<file path="src/hw/rtl/utc_pkg.sv">
package utc_pkg;

    // Largest number of units that a buffer may hold.
    localparam logic [10:0] MAX_UNITS = 11'd256;

    // Flag bits of the result word.
    localparam logic [15:0] FLAG_ASCII16        = 16'h0001;
    localparam logic [15:0] FLAG_STATISTICS     = 16'h0002;
    localparam logic [15:0] FLAG_CONTROLS       = 16'h0004;
    localparam logic [15:0] FLAG_SIGNATURE      = 16'h0008;
    localparam logic [15:0] FLAG_REV_ASCII16    = 16'h0010;
    localparam logic [15:0] FLAG_REV_STATISTICS = 16'h0020;
    localparam logic [15:0] FLAG_REV_CONTROLS   = 16'h0040;
    localparam logic [15:0] FLAG_REV_SIGNATURE  = 16'h0080;
    localparam logic [15:0] FLAG_ILLEGAL_CHARS  = 16'h0100;
    localparam logic [15:0] FLAG_ODD_LENGTH     = 16'h0200;
    localparam logic [15:0] FLAG_NULL_BYTES     = 16'h1000;

    // Flags reported when a buffer is rejected before any test runs.
    localparam logic [15:0] FLAGS_EARLY_REJECT  = 16'h0005;

    // Groups of flags used by the verdict.
    localparam logic [15:0] VERDICT_SIG_GROUP   = 16'h0B08;
    localparam logic [15:0] VERDICT_REV_GROUP   = 16'h00F0;
    localparam logic [15:0] VERDICT_BAD_GROUP   = 16'h0F00;
    localparam logic [15:0] VERDICT_GOOD_GROUP  = 16'hF00F;

    // Special code units.
    localparam logic [15:0] UNIT_BOM            = 16'hFEFF;
    localparam logic [15:0] UNIT_BOM_SWAPPED    = 16'hFFFE;
    localparam logic [15:0] UNIT_IDEO_SPACE     = 16'h3000;
    localparam logic [15:0] UNIT_CRLF_PACKED    = 16'h0A0D;
    localparam logic [7:0]  BYTE_CR             = 8'h0D;
    localparam logic [7:0]  BYTE_LF             = 8'h0A;
    localparam logic [7:0]  BYTE_EOF            = 8'h1A;
    localparam logic [15:0] LOW_VAR_LIMIT       = 16'h007F;
    localparam logic [9:0]  LENGTH_CAP          = 10'd512;

    // Signature codes taken from the first unit of a buffer.
    localparam logic [1:0]  SIG_NONE            = 2'b00;
    localparam logic [1:0]  SIG_BOM             = 2'b01;
    localparam logic [1:0]  SIG_BOM_SWAPPED     = 2'b10;

    typedef struct packed {
        logic        saw_control;
        logic        saw_reverse_control;
        logic        saw_illegal;
        logic [8:0]  crlf_count;
        logic [9:0]  zero_byte_count;
        logic [15:0] high_variation;
        logic [15:0] low_variation;
        logic [7:0]  previous_high;
        logic [7:0]  previous_low;
        logic [1:0]  signature_bits;
        logic        first_pending;
    } stat_t;

    localparam stat_t STAT_RESET = '{
        saw_control:         1'b0,
        saw_reverse_control: 1'b0,
        saw_illegal:         1'b0,
        crlf_count:          9'd0,
        zero_byte_count:     10'd0,
        high_variation:      16'd0,
        low_variation:       16'd0,
        previous_high:       8'd0,
        previous_low:        8'd0,
        signature_bits:      SIG_NONE,
        first_pending:       1'b1
    };

    function automatic logic is_crlf(input logic [7:0] lo, input logic [7:0] hi_prev);
        return ((lo == BYTE_CR) && (hi_prev == BYTE_LF)) ||
               ((lo == BYTE_LF) && (hi_prev == BYTE_CR));
    endfunction

    function automatic logic [7:0] abs_diff(input logic [7:0] a, input logic [7:0] b);
        return (a > b) ? (a - b) : (b - a);
    endfunction

    function automatic logic [8:0] crlf_inc(input logic [8:0] c);
        return (c == 9'h1FF) ? c : c + 9'd1;
    endfunction

endpackage

</file>
<file path="src/hw/rtl/utf16_text_classifier.sv">
// UTF-16 text classifier.
// The input channel (s_valid / s_ready) carries one little-endian 16-bit code
// unit per word, with the buffer's byte length, an optional test mask and a
// flag that marks the last unit of the buffer. Words that are not last give
// no result; the last word gives one result word on the output channel
// (m_valid / m_ready) holding the test flags and the is_unicode verdict.
// The block takes one input word per clock cycle while no last word waits
// for room in the output register. A word is held in an input register
// while the scan logic updates the running statistics; the result of a
// last word is loaded into the output register once it is free, raising
// m_valid. The output register separates the two sides: while a result
// waits, words that are not last keep flowing, and only a further last word
// waits in the input register until the result has been taken.
// A synchronous active-low reset on aresetn empties both registers and puts
// the statistics in their start-of-buffer state. After each last word the
// statistics return to that state, so buffers can follow each other directly.
module utf16_text_classifier (
    input  logic        aclk,
    input  logic        aresetn,
    input  logic        s_valid,
    output logic        s_ready,
    input  logic [15:0] s_unit,
    input  logic        s_last_unit,
    input  logic [9:0]  s_buffer_length,
    input  logic        s_mask_given,
    input  logic [15:0] s_mask_in,
    output logic        m_valid,
    input  logic        m_ready,
    output logic [15:0] m_flags_out,
    output logic        m_is_unicode
);
    import utc_pkg::*;

    // Input register: valid bit with reset, payload without.
    logic        in_valid_reg, in_valid_next;
    logic [15:0] in_unit_reg;
    logic        in_last_reg;
    logic [9:0]  in_len_reg;
    logic        in_mask_given_reg;
    logic [15:0] in_mask_reg;

    // Running statistics of the current buffer.
    stat_t       stat_reg, stat_next;
    stat_t       stat_scanned;

    // Output register.
    logic        out_valid_reg, out_valid_next;
    logic [15:0] out_flags_reg;
    logic        out_unicode_reg;

    logic        out_free;
    logic        proc_go;
    logic        s_take;
    logic        len_ok;
    logic        early_reject;
    logic        drop_last;
    logic        do_scan;
    logic [15:0] verdict_flags;
    logic        verdict_unicode;

    // The output register can take a result when it is empty or being read.
    assign out_free = !out_valid_reg || m_ready;
    // A word that is not last never waits; a last word needs room for its result.
    assign proc_go  = in_valid_reg && (!in_last_reg || out_free);
    assign s_ready  = !in_valid_reg || proc_go;
    assign s_take   = s_valid && s_ready;

    assign len_ok       = (in_len_reg >= 10'd2);
    // Buffers shorter than two bytes, or a single unit that looks like ASCII.
    assign early_reject = !len_ok ||
                          ((in_len_reg == 10'd2) && (in_unit_reg != 16'd0) &&
                           (in_unit_reg[15:8] == 8'd0));
    // For even lengths that fit, a trailing unit with a zero high byte is
    // not counted.
    assign drop_last    = (in_len_reg > 10'd2) && !in_len_reg[0] &&
                          ({2'b0, in_len_reg[9:1]} <= MAX_UNITS) &&
                          (in_unit_reg[15:8] == 8'd0);
    assign do_scan      = len_ok && !(in_last_reg && drop_last);

    utc_scan u_scan (
        .stat_in  (stat_reg),
        .unit     (in_unit_reg),
        .do_sig   (len_ok),
        .do_scan  (do_scan),
        .stat_out (stat_scanned)
    );

    utc_verdict u_verdict (
        .stat_in       (stat_scanned),
        .buffer_length (in_len_reg),
        .early_reject  (early_reject),
        .mask_given    (in_mask_given_reg),
        .mask_in       (in_mask_reg),
        .flags_out     (verdict_flags),
        .is_unicode    (verdict_unicode)
    );

    always_comb begin
        in_valid_next = in_valid_reg;
        if (s_take) begin
            in_valid_next = 1'b1;
        end else if (proc_go) begin
            in_valid_next = 1'b0;
        end
    end

    always_comb begin
        stat_next = stat_reg;
        if (proc_go) begin
            stat_next = in_last_reg ? STAT_RESET : stat_scanned;
        end
    end

    always_comb begin
        out_valid_next = out_valid_reg;
        if (proc_go && in_last_reg) begin
            out_valid_next = 1'b1;
        end else if (m_ready) begin
            out_valid_next = 1'b0;
        end
    end

    always_ff @(posedge aclk) begin
        if (!aresetn) begin
            in_valid_reg  <= 1'b0;
            out_valid_reg <= 1'b0;
            stat_reg      <= STAT_RESET;
        end else begin
            in_valid_reg  <= in_valid_next;
            out_valid_reg <= out_valid_next;
            stat_reg      <= stat_next;
        end
    end

    always_ff @(posedge aclk) begin
        if (s_take) begin
            in_unit_reg       <= s_unit;
            in_last_reg       <= s_last_unit;
            in_len_reg        <= s_buffer_length;
            in_mask_given_reg <= s_mask_given;
            in_mask_reg       <= s_mask_in;
        end
        if (proc_go && in_last_reg) begin
            out_flags_reg   <= verdict_flags;
            out_unicode_reg <= verdict_unicode;
        end
    end

    assign m_valid      = out_valid_reg;
    assign m_flags_out  = out_flags_reg;
    assign m_is_unicode = out_unicode_reg;

endmodule

</file>
<file path="src/hw/rtl/utc_scan.sv">
module utc_scan (
    input  utc_pkg::stat_t stat_in,
    input  logic [15:0]    unit,
    input  logic           do_sig,
    input  logic           do_scan,
    output utc_pkg::stat_t stat_out
);
    import utc_pkg::*;

    logic [7:0]  lo;
    logic [7:0]  hi;
    logic [10:0] zero_sum;
    logic [16:0] high_sum;
    logic [16:0] low_sum;
    logic [1:0]  zero_add;

    assign lo       = unit[7:0];
    assign hi       = unit[15:8];
    assign zero_add = {1'b0, (lo == 8'd0)} + {1'b0, (hi == 8'd0)};
    assign zero_sum = {1'b0, stat_in.zero_byte_count} + {9'd0, zero_add};
    assign high_sum = {1'b0, stat_in.high_variation}
                    + {9'd0, abs_diff(hi, stat_in.previous_high)};
    assign low_sum  = {1'b0, stat_in.low_variation}
                    + {9'd0, abs_diff(lo, stat_in.previous_low)};

    always_comb begin
        stat_out = stat_in;
        // The signature comes from the first unit of the buffer, scanned or not.
        if (do_sig && stat_in.first_pending) begin
            stat_out.first_pending = 1'b0;
            if (unit == UNIT_BOM) begin
                stat_out.signature_bits = SIG_BOM;
            end else if (unit == UNIT_BOM_SWAPPED) begin
                stat_out.signature_bits = SIG_BOM_SWAPPED;
            end else begin
                stat_out.signature_bits = SIG_NONE;
            end
        end
        if (do_scan) begin
            if (unit == 16'h0020 || unit == 16'h0009 || unit == 16'h000A ||
                unit == 16'h000D || unit == UNIT_IDEO_SPACE) begin
                stat_out.saw_control = 1'b1;
            end
            if (unit == 16'h0900 || unit == 16'h0A00 || unit == 16'h0D00 ||
                unit == 16'h2000) begin
                stat_out.saw_reverse_control = 1'b1;
            end
            if (unit == 16'h0000 || unit == UNIT_CRLF_PACKED ||
                unit == UNIT_BOM_SWAPPED || unit == 16'hFFFF) begin
                stat_out.saw_illegal = 1'b1;
            end
            if (is_crlf(lo, stat_in.previous_high)) begin
                stat_out.crlf_count = crlf_inc(stat_in.crlf_count);
            end
            stat_out.zero_byte_count = zero_sum[10] ? 10'h3FF : zero_sum[9:0];
            stat_out.high_variation  = high_sum[16] ? 16'hFFFF : high_sum[15:0];
            stat_out.low_variation   = low_sum[16] ? 16'hFFFF : low_sum[15:0];
            stat_out.previous_high   = hi;
            stat_out.previous_low    = lo;
        end
    end

endmodule

</file>
<file path="src/hw/rtl/utc_verdict.sv">
module utc_verdict (
    input  utc_pkg::stat_t stat_in,
    input  logic [9:0]     buffer_length,
    input  logic           early_reject,
    input  logic           mask_given,
    input  logic [15:0]    mask_in,
    output logic [15:0]    flags_out,
    output logic           is_unicode
);
    import utc_pkg::*;

    logic [8:0]  crlf_a;
    logic [8:0]  crlf;
    logic [9:0]  zc;
    logic [9:0]  cap;
    logic [15:0] crlf_x40;
    logic        crlf_hit;
    logic [17:0] high_x3;
    logic [17:0] low_x3;
    logic [15:0] f;
    logic [15:0] fm;

    assign crlf_a = is_crlf(stat_in.previous_low, stat_in.previous_high)
                  ? crlf_inc(stat_in.crlf_count) : stat_in.crlf_count;
    assign crlf   = (stat_in.previous_high == BYTE_EOF) ? crlf_inc(crlf_a) : crlf_a;
    assign zc     = (stat_in.previous_high != 8'd0) ? stat_in.zero_byte_count
                                                    : stat_in.zero_byte_count - 10'd1;
    assign cap    = (buffer_length > LENGTH_CAP) ? LENGTH_CAP : buffer_length;

    // crlf >= cap/40 is the same as cap < 40 * (crlf + 1).
    assign crlf_x40 = {2'b0, crlf, 5'd0} + {4'd0, crlf, 3'd0} + 16'd40;
    assign crlf_hit = (crlf != 9'd0) && ({6'd0, cap} < crlf_x40);

    assign high_x3 = {1'b0, stat_in.high_variation, 1'b0} + {2'b0, stat_in.high_variation};
    assign low_x3  = {1'b0, stat_in.low_variation, 1'b0} + {2'b0, stat_in.low_variation};

    always_comb begin
        f = 16'd0;
        if (stat_in.low_variation < LOW_VAR_LIMIT) begin
            if (stat_in.high_variation == 16'd0) begin
                f = FLAG_ASCII16;
            end else if (stat_in.low_variation == 16'd0) begin
                f = FLAG_REV_ASCII16;
            end
        end
        if (high_x3 < {2'b0, stat_in.low_variation}) f |= FLAG_STATISTICS;
        if (low_x3 < {2'b0, stat_in.high_variation}) f |= FLAG_REV_STATISTICS;
        if (stat_in.saw_control) f |= FLAG_CONTROLS;
        if (stat_in.saw_reverse_control) f |= FLAG_REV_CONTROLS;
        if (stat_in.saw_illegal || crlf_hit) f |= FLAG_ILLEGAL_CHARS;
        if (buffer_length[0]) f |= FLAG_ODD_LENGTH;
        if (zc != 10'd0) f |= FLAG_NULL_BYTES;
        if (stat_in.signature_bits[0]) begin
            f |= FLAG_SIGNATURE;
        end else if (stat_in.signature_bits[1]) begin
            f |= FLAG_REV_SIGNATURE;
        end
    end

    assign fm = mask_given ? (f & mask_in) : f;

    always_comb begin
        if (early_reject) begin
            flags_out  = FLAGS_EARLY_REJECT;
            is_unicode = 1'b0;
        end else begin
            flags_out = fm;
            if ((fm & VERDICT_SIG_GROUP) == FLAG_SIGNATURE) begin
                is_unicode = 1'b1;
            end else if ((fm & VERDICT_REV_GROUP) != 16'd0) begin
                is_unicode = 1'b0;
            end else if ((fm & VERDICT_BAD_GROUP) != 16'd0) begin
                is_unicode = 1'b0;
            end else begin
                is_unicode = ((fm & VERDICT_GOOD_GROUP) != 16'd0);
            end
        end
    end

endmodule

</file>
<file path="config.mk">
export PLATFORM = sky130hd
export DESIGN_NAME = utf16_text_classifier
export DESIGN_NICKNAME = d
export VERILOG_FILES = /design/src/hw/rtl/utc_pkg.sv /design/src/hw/rtl/utf16_text_classifier.sv /design/src/hw/rtl/utc_scan.sv /design/src/hw/rtl/utc_verdict.sv
export SDC_FILE = /design/constraint.sdc
export NUM_CORES = 1
export LEC_CHECK = 0
export BUFFER_PORTS_ARGS = -buffer_cell sky130_fd_sc_hd__clkbuf_2
export CAP_MARGIN = 20
export CELL_PAD_IN_SITES_DETAIL_PLACEMENT = 0
export CELL_PAD_IN_SITES_GLOBAL_PLACEMENT = 1
export CORE_MARGIN = 1.5
export CORE_UTILIZATION = 39
export CTS_BUF_LIST = sky130_fd_sc_hd__clkbuf_16
export DETAILED_ROUTE_END_ITERATION = 7
export PLACE_DENSITY = 0.8
export SYNTH_ARGS = -nofsm -noshare
export SYNTH_HDL_FRONTEND = slang
export SYNTH_SLANG_ARGS = --single-unit
</file>
<file path="constraint.sdc">
create_clock -name aclk -period 16.6 [get_ports aclk]
set_input_delay 0.83 -clock aclk [delete_from_list [all_inputs] [get_ports aclk]]
set_output_delay 0.83 -clock aclk [all_outputs]
set_load 0.05 [all_outputs]
</file>
# ---- Word level (Yosys, flattened, before mapping)
# Index checks and enable logic that the tools add are counted.
dict set report totals {
  regBits 136
  input_bits 48
  out_inout_bits 19
  word_cells 170
}
dict set report classes {
  n_addsub 16
  n_lt_le_gt_ge 10
  eq_ne 27
  mux 41
  bitwise_logic 1
  n_reduce_logical 55
}
# operator n
set ops {}
lappend ops {{16-bit two-way mux} 5}
lappend ops {{73-bit two-way mux} 1}
lappend ops {{70-bit two-way mux} 1}
lappend ops {{16-bit by 12-bit == test with 1-bit output, second input constant} 4}
lappend ops {{8-bit by 4-bit == test with 1-bit output, second input constant} 8}
lappend ops {{16-bit nonzero test} 4}
lappend ops {{9-bit two-way mux} 7}
lappend ops {{16-bit == test, second input constant} 3}
lappend ops {{16-bit by 4-bit == test with 1-bit output, second input constant} 3}
lappend ops {{16-bit zero test} 3}
lappend ops {{10-bit two-way mux} 4}
lappend ops {{17-bit by 16-bit adder with 18-bit output} 2}
lappend ops {{18-bit by 16-bit less-than comparator with 1-bit output} 2}
lappend ops {{16-bit by 8-bit adder with 17-bit output} 2}
lappend ops {{16-bit by 14-bit == test with 1-bit output, second input constant} 2}
lappend ops {{8-bit two-way mux} 4}
lappend ops {{8-bit subtractor} 4}
lappend ops {{9-bit by 1-bit adder with 9-bit output, second input constant} 3}
lappend ops {{9-bit == test, second input constant} 3}
lappend ops {{1-bit logical OR} 17}
lappend ops {{16-bit by 6-bit adder with 16-bit output, second input constant} 1}
lappend ops {{16-bit AND} 1}
lappend ops {{16-bit by 6-bit == test with 1-bit output, second input constant} 1}
lappend ops {{8-bit > comparator} 2}
lappend ops {{other kinds (28)} 63}

# ---- Longest topological paths before layout
dict set report depth {
  ltp_word 31
  mapped_depth 44
}

# ---- Modules after synthesis
# Synthesis repeated with hierarchy kept, for this count alone.
dict set report unflattened {
  hier_cells 1399
  area_unflattened_um2 12275.5
}
# module instances cells_each area_each_um2 seq_area_each_um2
set by_module_without_submodules {}
lappend by_module_without_submodules {utf16_text_classifier 1 331 4634.4 3333.2}
lappend by_module_without_submodules {utc_verdict 1 537 4117.7 0.0}
lappend by_module_without_submodules {utc_scan 1 531 3523.4 0.0}

# ---- Worst setup path before layout
# Ideal clock, no wire load.
dict set report synth_path {
  kind {register -> register}
  start {reg in_unit_reg[8]}
  end {reg out_unicode_reg (netlist: m_is_unicode), data pin}
  setup_time_ns 0.146
  arrival_ns 8.025
  path_slack_ns 8.429
  path_stages_with_launch 40
  n_path_buf 2
  synth_period_minus_slack_ns 8.171
  cell_sequence {edfxtp_1 -> buf_6 -> inv_1 -> ha_1 -> inv_1 -> fa_1 -> a21o_1 -> a21oi_1 -> o21ai_0 -> o22a_1 -> clkbuf_1 -> mux2i_1 -> a221o_1 -> a221o_1 -> a221oi_1 -> o21ai_0 -> xor2_1 -> ha_1 -> (+4 left out) -> inv_1 -> ha_1 -> a21o_1 -> a21oi_1 -> nor2b_1 -> o211ai_1 -> nand2_1 -> nand4_1 -> a31oi_1 -> a31o_2 -> xor2_1 -> ha_1 -> a211oi_1 -> o21a_1 -> o211ai_1 -> o2111a_1 -> o32a_1 -> a21oi_1}
}
dict set report synth_via {
  elab_chain_len 27
  elab_cells_between_ends 103
  cone_classes {add/sub: 12; order compare: 5; eq/ne: 21; mux: 31; bitwise: 1; reduce/logical: 33}
}
# element line
set synth_lines {}
lappend synth_lines {{start: declaration} utf16_text_classifier.sv:36} ;# logic [15:0] in_unit_reg;
lappend synth_lines {{start signal: assignment} utf16_text_classifier.sv:137} ;# in_unit_reg <= s_unit;
lappend synth_lines {{parallel branches: the longest is 27 deep, another holds 9-bit by 1-bit adder with 9-bit output} n/a}
lappend synth_lines {{end signal: assignment} utf16_text_classifier.sv:145} ;# out_unicode_reg <= verdict_unicode;
lappend synth_lines {{end: declaration} utf16_text_classifier.sv:49} ;# logic out_unicode_reg;
# Parallel ways; which one is timed is not known. The select of a mux whose other input is x is not followed.
# A chain may end at the register's enable or synchronous reset.

# ---- Worst setup path in the final report
dict set report layout_path {
  start {reg in_unit_reg[0]}
  end {reg out_unicode_reg (netlist: m_is_unicode), data pin}
}
dict set report layout_via {
  elab_chain_len 25
  elab_cells_between_ends 99
  cone_classes {add/sub: 11; order compare: 5; eq/ne: 20; mux: 32; bitwise: 1; reduce/logical: 30}
}
# element line
set layout_lines {}
lappend layout_lines {{8-bit by 4-bit == test with 1-bit output, on equally long branches} {utc_pkg.sv:73, utc_pkg.sv:74}}
lappend layout_lines {{1-bit logical AND, on equally long branches} {utc_pkg.sv:73, utc_pkg.sv:74}}
lappend layout_lines {{1-bit logical OR} utc_pkg.sv:73} ;# return ((lo == BYTE_CR) && (hi_prev == BYTE_LF)) ||
lappend layout_lines {{9-bit two-way mux} utc_scan.sv:52} ;# if (is_crlf(lo, stat_in.previous_high)) begin
lappend layout_lines {{70-bit two-way mux} utc_scan.sv:39} ;# if (do_scan) begin
lappend layout_lines {{9-bit by 1-bit adder with 9-bit output or 9-bit == test (tied branches)} utc_pkg.sv:82} ;# return (c == 9'h1FF) ? c : c + 9'd1;
lappend layout_lines {{9-bit two-way mux} utc_pkg.sv:82}
lappend layout_lines {{9-bit two-way mux} utc_verdict.sv:24} ;# ? crlf_inc(stat_in.crlf_count) : stat_in.crlf_count;
lappend layout_lines {{(+9 left out)} n/a}
lappend layout_lines {{10-bit two-way mux} utc_verdict.sv:51} ;# if (buffer_length[0]) f |= FLAG_ODD_LENGTH;
lappend layout_lines {{13-bit two-way mux} utc_verdict.sv:52} ;# if (zc != 10'd0) f |= FLAG_NULL_BYTES;
lappend layout_lines {{16-bit AND} utc_verdict.sv:60} ;# assign fm = mask_given ? (f & mask_in) : f;
lappend layout_lines {{16-bit two-way mux} utc_verdict.sv:60}
lappend layout_lines {{16-bit nonzero test} utc_verdict.sv:72} ;# end else if ((fm & VERDICT_BAD_GROUP) != 16'd0) begin
lappend layout_lines {{1-bit two-way mux} utc_verdict.sv:72}
lappend layout_lines {{1-bit two-way mux} utc_verdict.sv:70} ;# end else if ((fm & VERDICT_REV_GROUP) != 16'd0) begin
lappend layout_lines {{1-bit two-way mux} utc_verdict.sv:68} ;# if ((fm & VERDICT_SIG_GROUP) == FLAG_SIGNATURE) begin
# Parallel ways exist; a longest one is shown, timed or not. The select of a mux whose other input is x is not followed.

==> flow_metrics.tcl <==
set metrics [dict create \
    io_buffers 56 \
    viasPerCell 5.67 \
    nFillCells 3039 \
    cts_setup_buffers 0 \
    cpMostUsedCell "a21oi_1" \
    fin_ws_ps 6860 \
    dr.first_iter.drc_count 767 \
    drive_above_1_share 0.0951 \
    setup_viol 0 \
    critPathCaptureType "register" \
    pre_cts_ws_ps 6790 \
    min_path_cells 2 \
    syn_area_sq_um 12100 \
    hold_viol 0 \
    htree_levels 4 \
    ys_seq_elements 126 \
    dieArea_sq_um 32200 \
    intPower_mw 0.767 \
    syn_inst 1459 \
    slew_viol_final 0 \
    ys_async_sr_fraction 0 \
    layout.cells.non_filler 1900 \
    status "finished, final reports clean" \
    p_switching_mw 0.465 \
    rrSetupSlack_ps 6860 \
    cts_tree "built" \
    hold_class "register to register" \
    p_clk_frac 0.289 \
    r2r-start "in_unit_reg[0]" \
    hold_end "stat_reg[0]" \
    synth_edf_count 51 \
    drc 0 \
    die_width_microns 179 \
    worst_ep_required_time_ps 16770 \
    cts_hold_buf 0 \
    synth_top_flop_cell "dfxtp_1" \
    gr-total-overflow 0 \
    root_buffer "clkbuf_16" \
    initial_core_util 0.397 \
    fin_setup_tns_ps 0 \
    slew_headroom 0.279 \
    rsz0062_at_grt "no" \
    cp_data_arrival_time_ps 9910 \
    synth.distinct_cells 82 \
    post-route-min-period_ps 9740 \
    fmax_mhz 103 \
    dpl.hpwl_microns 25200 \
    critPathMaxFanout 9 \
    ir_drop_mv 0.108 \
    tightest_slew_ps 1080 \
    holdWs_ps 499 \
    p_sw_frac 0.377 \
    routedWlPerCell_microns 17.2 \
    p_seq_frac 0.284 \
    pwr_density_cell_nw_per_um2 92.4 \
    grtUsageTotal 0.204 \
    num_rows 64 \
    antenna_found_initial 0 \
    criticalPathCategory "register to register" \
    drt-total-wl_microns 32600 \
    clk_pin_slew_ps 60 \
    grt_pass1_wl_microns 53500 \
    nets 1697 \
    dp_cells 1867 \
    avgSynthCellArea_sq_um 8.32 \
    clock_latency_ps 430 \
    worstRegToRegCells 41 \
    clk_path_buf_depth 2 \
    gp_congestion 0.884 \
    fin_worst_skew_ps 6.96 \
    num_vias 10800 \
    crit_path_max_incr_delay_ps 630 \
    drtAntennaViolNets 0 \
    die_height_microns 179 \
    path_buf_inv 4 \
    postCtsResizedCells 0 \
    fin_crit_sh 0.587 \
    grt_pass1_vias 10300 \
    pin_count 67 \
    grt_start_max_net_pins 73 \
    cap_viol_max_count 0 \
    worstHoldStart "stat_reg[0]" \
    largest_reg_flops 73 \
    syn2layout_area_growth_pct 9.88 \
    leakagePower_nw 5.59 \
    cpLargestDelayFamily "compound AO/OA/AOI/OAI gates" \
    yosys_warnings 0 \
    cts_made_buffers 17 \
    diodes 0 \
    core_area_sq_um 30600 \
    cp_slowest_cell "a31oi_1" \
    firstDrtPassIters 5 \
    numClockSinks 126 \
    ys_seq_area_frac 0.250 \
    reg2reg_to "m_is_unicode" \
    power_frac_comb 0.427 \
    worstSetupStartpointType "register" \
]
through the flow:
step,power (mW),cell area (sq um),utilization
detailed placement,0.881,12800,0.418
finish,1.23,13300,0.436
global route,1.33,13300,0.436
CTS,1.24,13300,0.436
floorplan,0.757,12200,-
global placement,0.875,12800,0.418
cells in the mapped netlist, types with 15 or more instances:
cell type / count / area, sq um
xnor2_1: 58 / 508
xor2_1: 29 / 254
nand4_1: 25 / 156
a31oi_1: 18 / 113
a22oi_1: 47 / 353
ha_1: 148 / 1850
a21o_1: 27 / 203
and2_1: 28 / 175
clkbuf_1: 47 / 176
o21ai_0: 64 / 320
nor4_1: 23 / 144
nor2_1: 88 / 330
mux2i_1: 16 / 160
nor2b_1: 69 / 432
nand2_1: 115 / 432
nor3_1: 27 / 135
dfxtp_1: 75 / 1500
a21oi_1: 91 / 455
o21bai_1: 15 / 113
nand3_1: 37 / 185
inv_1: 111 / 417
edfxtp_1: 51 / 1530
o211ai_1: 16 / 120
tightest hold or removal path: stages, from the launching register on:
cell	delay [ps]
dfxtp_1	310
o21ai_0	70
nand3_1	70
area by class of cell:
| type | count | area, sq um | area share |
|---|---|---|---|
| flip-flops and latches | 126 | 3030 | 0.227 |
| repair buffers | 67 | 363 | 0.0272 |
| inverters | 111 | 417 | 0.0312 |
| multi-input cells | 1168 | 8480 | 0.636 |
| clock buffers | 17 | 425 | 0.0319 |
| well taps | 396 | 495 | 0.0372 |
| clock inverters | 15 | 121 | 0.00910 |
cells by family after synthesis:
family / count (synthesis) / share of synthesized area
AND/OR/NAND/NOR: 489 / 0.211
AO/OA/AOI/OAI: 399 / 0.225
buffers and inverters: 169 / 0.0553
adder cells (fa/ha/maj): 158 / 0.169
flip-flops: 126 / 0.250
XOR/XNOR: 87 / 0.0628
multiplexers: 30 / 0.0262
other: 1 / 0.000309
power groups by stage:
stage / combinational, mW / sequential (mW) / clock (mW)
after floorplan: 0.399 / 0.358 / 0
after global placement: 0.518 / 0.356 / 0
after detailed placement: 0.525 / 0.356 / 0
after CTS: 0.529 / 0.350 / 0.362
after global routing: 0.600 / 0.351 / 0.375
final: 0.527 / 0.350 / 0.356
layout by cell type, fill, tap and decap left out, types with 7 or more instances in the layout:
cell type | Yosys | layout
a21oi_1 | 91 | 91
dfxtp_1 | 75 | 75
or3_1 | 10 | 10
xor2_1 | 29 | 29
nor3b_1 | 8 | 8
a21o_1 | 27 | 27
o21ai_0 | 64 | 64
fa_1 | 10 | 10
a211oi_1 | 10 | 10
nor2b_1 | 69 | 69
o21bai_1 | 15 | 15
nor3_1 | 27 | 27
edfxtp_1 | 51 | 51
o31ai_1 | 12 | 12
o22ai_1 | 11 | 10
xnor2_1 | 58 | 58
clkbuf_16 | 0 | 17
and4_1 | 7 | 7
and2_1 | 28 | 28
mux2_2 | 14 | 14
o21a_1 | 12 | 12
nand2b_1 | 14 | 14
buf_4 | 5 | 11
clkbuf_2 | 0 | 56
nand4_1 | 25 | 25
nand2_1 | 115 | 114
o211ai_1 | 16 | 16
nor2_1 | 88 | 87
and3_1 | 13 | 13
o22a_1 | 9 | 9
inv_1 | 111 | 111
nand3_1 | 37 | 37
a22oi_1 | 47 | 47
nor4_1 | 23 | 23
mux2i_1 | 16 | 16
ha_1 | 148 | 148
a31oi_1 | 18 | 17
per-layer routing:
metal	GRT usage	part of all wire	vias up
met5	0	0	-
met4	0.0527	0.014	0
met3	0.0330	0.039	31
met2	0.330	0.46	219
met1	0.282	0.49	5139
li1	-	-	5392
how the worst max path moves through the flow:
| stage | from | end | slack [ps] | cells past startpoint |
|---|---|---|---|---|
| 4_1_cts | in_unit_reg[0] | m_is_unicode | 6790 | 40 |
| 3_5_place_dp | in_unit_reg[0] | m_is_unicode | 6790 | 40 |
| 6_report | in_unit_reg[0] | m_is_unicode | 6860 | 41 |
| 5_1_grt | in_unit_reg[0] | m_is_unicode | 6120 | 41 |
| 3_3_place_gp | in_unit_reg[0] | m_is_unicode | 6860 | 40 |
| 2_1_floorplan | in_unit_reg[8] | m_is_unicode | 8430 | 39 |
Note: power is estimated with default switching activity, not from simulation.
